File: src/sv/mmvp_ram.sv
`timescale 1ns / 1ps
// ----------------------------------------------------------------------------
// mmvp_ram
// Generic single-write, single-read RAM with registered read data.
// ----------------------------------------------------------------------------
module mmvp_ram #(
  parameter int WIDTH = 32,
  parameter int DEPTH = 32
) (
  input  logic                     clk,
  input  logic                     we,
  input  logic [$clog2(DEPTH)-1:0] waddr,
  input  logic [WIDTH-1:0]         wdata,
  input  logic [$clog2(DEPTH)-1:0] raddr,
  output logic [WIDTH-1:0]         rdata
);

  logic [WIDTH-1:0] mem [DEPTH];

  always_ff @(posedge clk) begin
    if (we) begin
      mem[waddr] <= wdata;
    end
    rdata <= mem[raddr];
  end

endmodule

File: config.mk
export PLATFORM = sky130hd
export DESIGN_NAME = mmvp_ram
export DESIGN_NICKNAME = d
export VERILOG_FILES = /design/src/sv/mmvp_ram.sv
export SDC_FILE = /design/constraint.sdc
export NUM_CORES = 1
export LEC_CHECK = 0
export BUFFER_PORTS_ARGS = -buffer_cell sky130_fd_sc_hd__buf_2
export CAP_MARGIN = 5
export CORE_UTILIZATION = 25
export CTS_CLUSTER_SIZE = 24
export DETAILED_ROUTE_END_ITERATION = 10
export GPL_ROUTABILITY_DRIVEN = 1
export PLACE_DENSITY = 0.44
export SYNTH_ARGS = -nofsm -noshare
export SYNTH_HDL_FRONTEND = slang
export SYNTH_SLANG_ARGS = --single-unit
File: constraint.sdc
create_clock -name clk -period 2.9 [get_ports clk]
set_clock_uncertainty 0.1 [all_clocks]
set_input_delay 0 -clock clk [delete_from_list [all_inputs] [get_ports clk]]
set_output_delay 0 -clock clk [all_outputs]
set_load 0.005 [all_outputs]
==> summary.txt, run 1 <==
Slew Limit Fails = 0
Total Wirelength = 113000 um
WL/cell = 23.9 um
Detail Placement HPWL = 65100 um
RSZ-0062 raised after global routing = no
TritonCTS clock tree = yes
Initial Util = 25.2%
slowest library cell on the worst path = dlygate4sd3_1
clock power share = 41.6%
Critical Path Sink Type = register
Hold Violations, Final = 0
root buffer cell = clkbuf_16
total of warnings raised by yosys = 0
Netlist Area Pre-Place = 40500 sq um
crit share post-route = 89.2%
final setup fails = 0
CP max FO = 8
dpl cells = 4491
clock-pin slew on the worst setup and hold paths = 0.06 ns
initial antenna violation count = 17
Net Sw Frac = 21.7%
leakage = 16.5 nW
FP Rows = 147
required time of the critical path = 3.13 ns
power share of the sequential group = 53.0%
synthesized area per cell = 17.9 sq um
Worst-Margin Slew = 0.811 ns
Cells after Synth = 2260
synthesis-stage register bit count = 1056
Die ar. = 164000 sq um
Die Width = 404 um
Pint = 25.2 mW
CTS-repair resized insts = 0
Vias = 21100
Max VDD drop = 0.438 mV
die height = 404 um
# DRC = 0
P&R area growth vs syn = 19.7%
io pins = 76
most common cell after layout, fill and taps aside = edfxtp_1
Max transition margin = 45.7%
WS Path Type = in2reg
final worst path period need = 2.59 ns
Final Non-Filler Cells = 4749
Final Power = 32.2 mW
Pwr per Cell Area = 665 nW/um^2
CTS HTree Levels = 3
Num CTS Buffers = 107
commonest cells after routing, fill and taps aside = edfxtp_1, mux2i_1, clkbuf_16
min-delay worst type = in2reg
setup repair bufs after CTS = 0
Seq/Total Area, Yosys = 77.5%
syn nets = 2304
CP most frequent cell = dlygate4sd3_1
setup TNS = 0 ns
nets = 2534
Startpoint Class = input pin
crit path DAT = 2.82 ns
Max Cap Viol = 0
first-pass GRT wire length = 161000 um
CTS Hold Buffers Added = 50
Gate power share = 5.4%
pin count of the biggest net entering global routing = 54
Total GRT Usage = 13.8%
Detailed Routing Iterations Pass 1 = 4
Core Box Area = 161000 sq um
post-route ant nets = 0
Routability Congestion = 0.738
f_max = 387 MHz
CP Cell Sequence = dlygate4sd3_1 -> buf_2 -> nand3b_1 -> dlygate4sd3_1 -> buf_4 -> nor2_4 -> dlygate4sd3_1
Sw Pwr = 6.99 mW
DR iter-0 viols = 1541
share of cells above drive strength 1 = 15.1%
Max clock buf depth = 3
Yosys cell types = 25
Port Buffers = 75
gr ovfl total = 0
vias in the first global route = 22100
CTS sink count = 1056
Skew-Pair Late Insertion Delay = 0.70 ns
detail-routed via count per cell = 4.44
Worst path max stage delay = 1.03 ns
outcome = finished, final reports clean
[cell usage after synthesis (all sizes together)]
cell type	number	share of area, %
a21oi	96	1.2
nor3	32	0.40
nand3b	5	0.093
buf	79	1.4
nor2	34	0.32
a22oi	96	1.8
or3b	3	0.065
a31oi	32	0.49
mux2i	512	13
clkbuf	48	0.46
and2b	1	0.019
nand2b	2	0.031
nand3	98	1.2
dfxtp	32	1.6
nand2	98	0.91
edfxtp	1024	76
or3	1	0.015
or2	1	0.015
and2	1	0.015
a22o	64	1.4
nor2b	1	0.015
[worst max-delay path: cells and delay by family]
kind,cells,cell delay [ns]
buffers and inverters,5,2.48
AND/OR/NAND/NOR,2,0.33
[registers in the layout, summed over array words and instances (netlist names)]
signal,count
mem,1024
rdata,32
[final cells by class]
cell class | count | area [sq um]
fillers | 15800 | 112000
flip-flops and latches | 1056 | 31400
multi-input cells | 1077 | 8610
clock buffers | 138 | 2890
well taps | 2160 | 2700
repair buffers | 248 | 2330
clock inverters | 64 | 512
diodes | 6 | 15.0
[final timing paths]
kind                     from  cells after the start  slack [ns]          end
setup / recovery     waddr[1]                      7        0.31  mem[13][25]
hold / removal             we                      4        0.07   mem[19][4]
setup reg to reg  mem[11][14]                      6        0.86    rdata[14]
hold reg to reg    mem[26][1]                      4        0.51     rdata[1]
[layer usage]
layer / up-vias / share of wire, % / global-route usage [%] / wire length, um
met5: - / 0.060 / 0 / 68
met4: 10 / 2.1 / 3.97 / 2430
met3: 149 / 3.8 / 1.97 / 4340
met2: 397 / 50 / 24.0 / 56900
met1: 11000 / 44 / 17.7 / 49700
li1: 9478 / - / - / -
[power groups by stage]
| stage | sequential, mW | combinational (mW) | clock [mW] |
|---|---|---|---|
| floorplan | 17.3 | 0.876 | 0 |
| global placement | 17.4 | 1.68 | 0 |
| detailed placement | 17.4 | 1.70 | 0 |
| CTS | 17.1 | 1.77 | 13.8 |
| global route | 17.1 | 1.87 | 14.3 |
| finish | 17.1 | 1.73 | 13.4 |
[cell families after synthesis]
logic type	count (synthesis)	synth area share [%]
compound gates	288	4.85
buf+inv	127	1.86
flops	1056	77.5
mux	512	12.7
simple gates	277	3.10
[through the flow]
stage | instance area (sq um) | hold WS (ns) | worst slack, ns | util (%)
after detailed placement | 44500 | 0.285 | 0.630 | 27.7
after floorplan | 40500 | -0.00113 | 0.366 | -
final | 48500 | 0.0674 | 0.313 | 30.1
after CTS | 48400 | 0.0122 | 0.378 | 30.1
after global routing | 48400 | 0.0558 | 0.263 | 30.1
after global placement | 44500 | 0.287 | 0.661 | 27.7
Power figures use the tool's default switching activity.
==> run 2, diff against run 1 <==
- BUFFER_PORTS_ARGS: -buffer_cell sky130_fd_sc_hd__buf_2 -> -buffer_cell sky130_fd_sc_hd__clkbuf_2
==> run 2 against run 1 <==
  * Routed wire length decreased by 1.5%
  * Register-to-register slack improved by 0.13 ns
  * Design area decreased by 0.20%
  * Total power increased by 1.1%
  * Clock power increased by 3%
  * Via count decreased by 0.39%
  * Largest power group unchanged
==> summary.txt, run 2 (synthesis results as in run 1) <==
Max transition margin = 45.7% (about the same)
Max Cap Viol = 0 (unchanged)
required time of the critical path = 3.37 ns (+0.24 ns)
RSZ-0062 raised after global routing = no
root buffer cell = clkbuf_16
share of cells above drive strength 1 = 15.3% (+0.17 points)
die height = 404 um (unchanged)
Hold Violations, Final = 0 (unchanged)
Initial Util = 25.2% (unchanged)
Hold EP = rdata[17]
pin count of the biggest net entering global routing = 63 (+17%)
GRT Max-Usage Layer = met2
vias in the first global route = 21800 (-1.1%)
Core Box Area = 161000 sq um (unchanged)
Die ar. = 164000 sq um (unchanged)
clock-pin slew on the worst setup and hold paths = 0.06 ns (about the same)
hold path depth = 5 (+1)
dpl cell area = 44400 sq um (-0.27%)
DP Worst Slack = 0.727 ns (+0.0972 ns)
nets = 2528 (-0.24%)
f_max = 356 MHz (-7.8%)
reg2reg start = mem[3][14]
R2R depth = 6 (unchanged)
outcome = finished, final reports clean
PnR worst setup slack = 0.0930 ns (-0.220 ns)
Startpoint Class = input pin
P&R area growth vs syn = 19.4%
post-route ant nets = 0 (unchanged)
Pwr per Cell Area = 673 nW/um^2 (+1.3%)
setup repair bufs after CTS = 0 (unchanged)
crit path DAT = 3.28 ns (+0.46 ns)
gr ovfl total = 0 (unchanged)
TritonCTS clock tree = yes
slowest library cell on the worst path = dlygate4sd3_1
Total GRT Usage = 13.5% (-0.25 points)
CP max FO = 20 (+12)
reg2reg end = rdata[14]
final setup fails = 0 (unchanged)
design area = 48400 sq um (-0.20%)
detail-routed via count per cell = 4.43 (-0.31%)
final worst path period need = 2.81 ns (+0.220 ns)
Total Wirelength = 112000 um (-1.5%)
# DRC = 0 (unchanged)
Port Buffers = 75 (unchanged)
most common cell after layout, fill and taps aside = edfxtp_1
DR iter-0 viols = 1645 (+6.7%)
CTS sink count = 1056 (unchanged)
worst hold path startpoint = raddr[0]
crit share post-route = 96.8% (+7.6 points)
CTS HTree Levels = 3 (unchanged)
Die Width = 404 um (unchanged)
Num CTS Buffers = 111 (+3.7%)
Max clock buf depth = 3 (unchanged)
WS Path Type = in2reg
commonest cells after routing, fill and taps aside = edfxtp_1, mux2i_1, clkbuf_16
CTS-repair resized insts = 0 (unchanged)
GR Layer Usage met1 = 17.9% (+0.14 points)
Max VDD drop = 0.500 mV (+14%)
Worst path max stage delay = 0.98 ns (-0.05 ns)
leakage = 16.5 nW (about the same)
met2 usage = 22.7% (-1.3 points)
Detail Placement HPWL = 65100 um (about the same)
initial antenna violation count = 10 (-7)
Skew-Pair Late Insertion Delay = 0.72 ns (+0.02 ns)
io pins = 76 (unchanged)
Routability Congestion = 0.737 (about the same)
min-delay worst type = in2reg
Worst-Margin Slew = 0.811 ns (-0.000523 ns)
Top Registers = mem x1024, rdata x32
max FFs per register = 1024 (unchanged)
register-to-register setup slack = 0.99 ns (+0.13 ns)
Detailed Routing Iterations Pass 1 = 5 (+1)
setup TNS = 0 ns (unchanged)
first-pass GRT wire length = 159000 um (-1.3%)
Slew Limit Fails = 0 (unchanged)
CP Cell Sequence = dlygate4sd3_1 -> clkbuf_2 -> nor2_4 -> dlygate4sd3_1 -> buf_12 -> buf_12 -> a22o_1 -> nor3_1 -> a31oi_1 -> nand3_1
WL/cell = 23.5 um (-1.4%)
Vias = 21000 (-0.39%)
Critical Path Sink Type = register
met3 usage = 2.24% (+0.28 points)
FP Rows = 147 (unchanged)
Reg with most FFs = mem
-- run 2: cell types whose count changed in the layout (fill, tap and decap cells not counted), sizes merged --
cell	delta
diode	-1
clkbuf	+90
clkinv	-14
bufinv	+1
buf	-75
dlygate4sd3	-9
inv	+2
clkinvlp	+2
-- run 2: cell type report --
class                   instances  area, sq um
flip-flops and latches       1056        31400
clock inverters                55          536
well taps                    2160         2700
multi-input cells            1077         8610
diodes                          5         12.5
repair buffers                238         2120
fillers                     15800       112000
clock buffers                 154         2980
-- run 2: through the flow --
step	cells	power (mW)	utilization, %	hold WS [ns]
floorplan	2260	18.2	-	-0.00113
finish	4745	32.6	30.1	0.00887
CTS	4740	33.0	30.1	0.00218
global route	4744	33.7	30.1	0.0423
global placement	4490	19.1	27.6	0.275
detailed placement	4490	19.1	27.6	0.275
-- run 2: per-layer routing --
metal,part of all wire [%],vias up
li1,-,9450
met1,45,11000
met2,48,419
met3,4.1,153
met4,2.3,10
met5,0.059,-
-- run 2: worst max path at each step --
stage | to | depth (start not counted) | startpoint
floorplan | mem[12][0] | 3 | waddr[1]
global placement | rdata[23] | 7 | raddr[0]
detailed placement | rdata[15] | 7 | raddr[1]
CTS | rdata[24] | 10 | raddr[1]
global route | rdata[24] | 10 | raddr[1]
finish | rdata[24] | 10 | raddr[1]
-- run 2: what timing repair did --
action,4_1_cts,5_1_grt
hold endpoints to repair,1055,0
hold buffers,41,0
setup endpoints to repair,0,0
-- run 2: worst max-delay path: cells and delay by family --
| kind | cells | cell delay [ns] |
|---|---|---|
| buffers and inverters | 5 | 2.22 |
| AO/OA/AOI/OAI | 2 | 0.41 |
| AND/OR/NAND/NOR | 3 | 0.61 |
-- run 2: where the power goes --
group | switching, mW | total (mW) | internal (mW)
registers | 0.0921 | 17.1 | 17.0
logic | 1.10 | 1.70 | 0.600
clock network | 5.89 | 13.8 | 7.90
total | 7.08 | 32.6 | 25.5
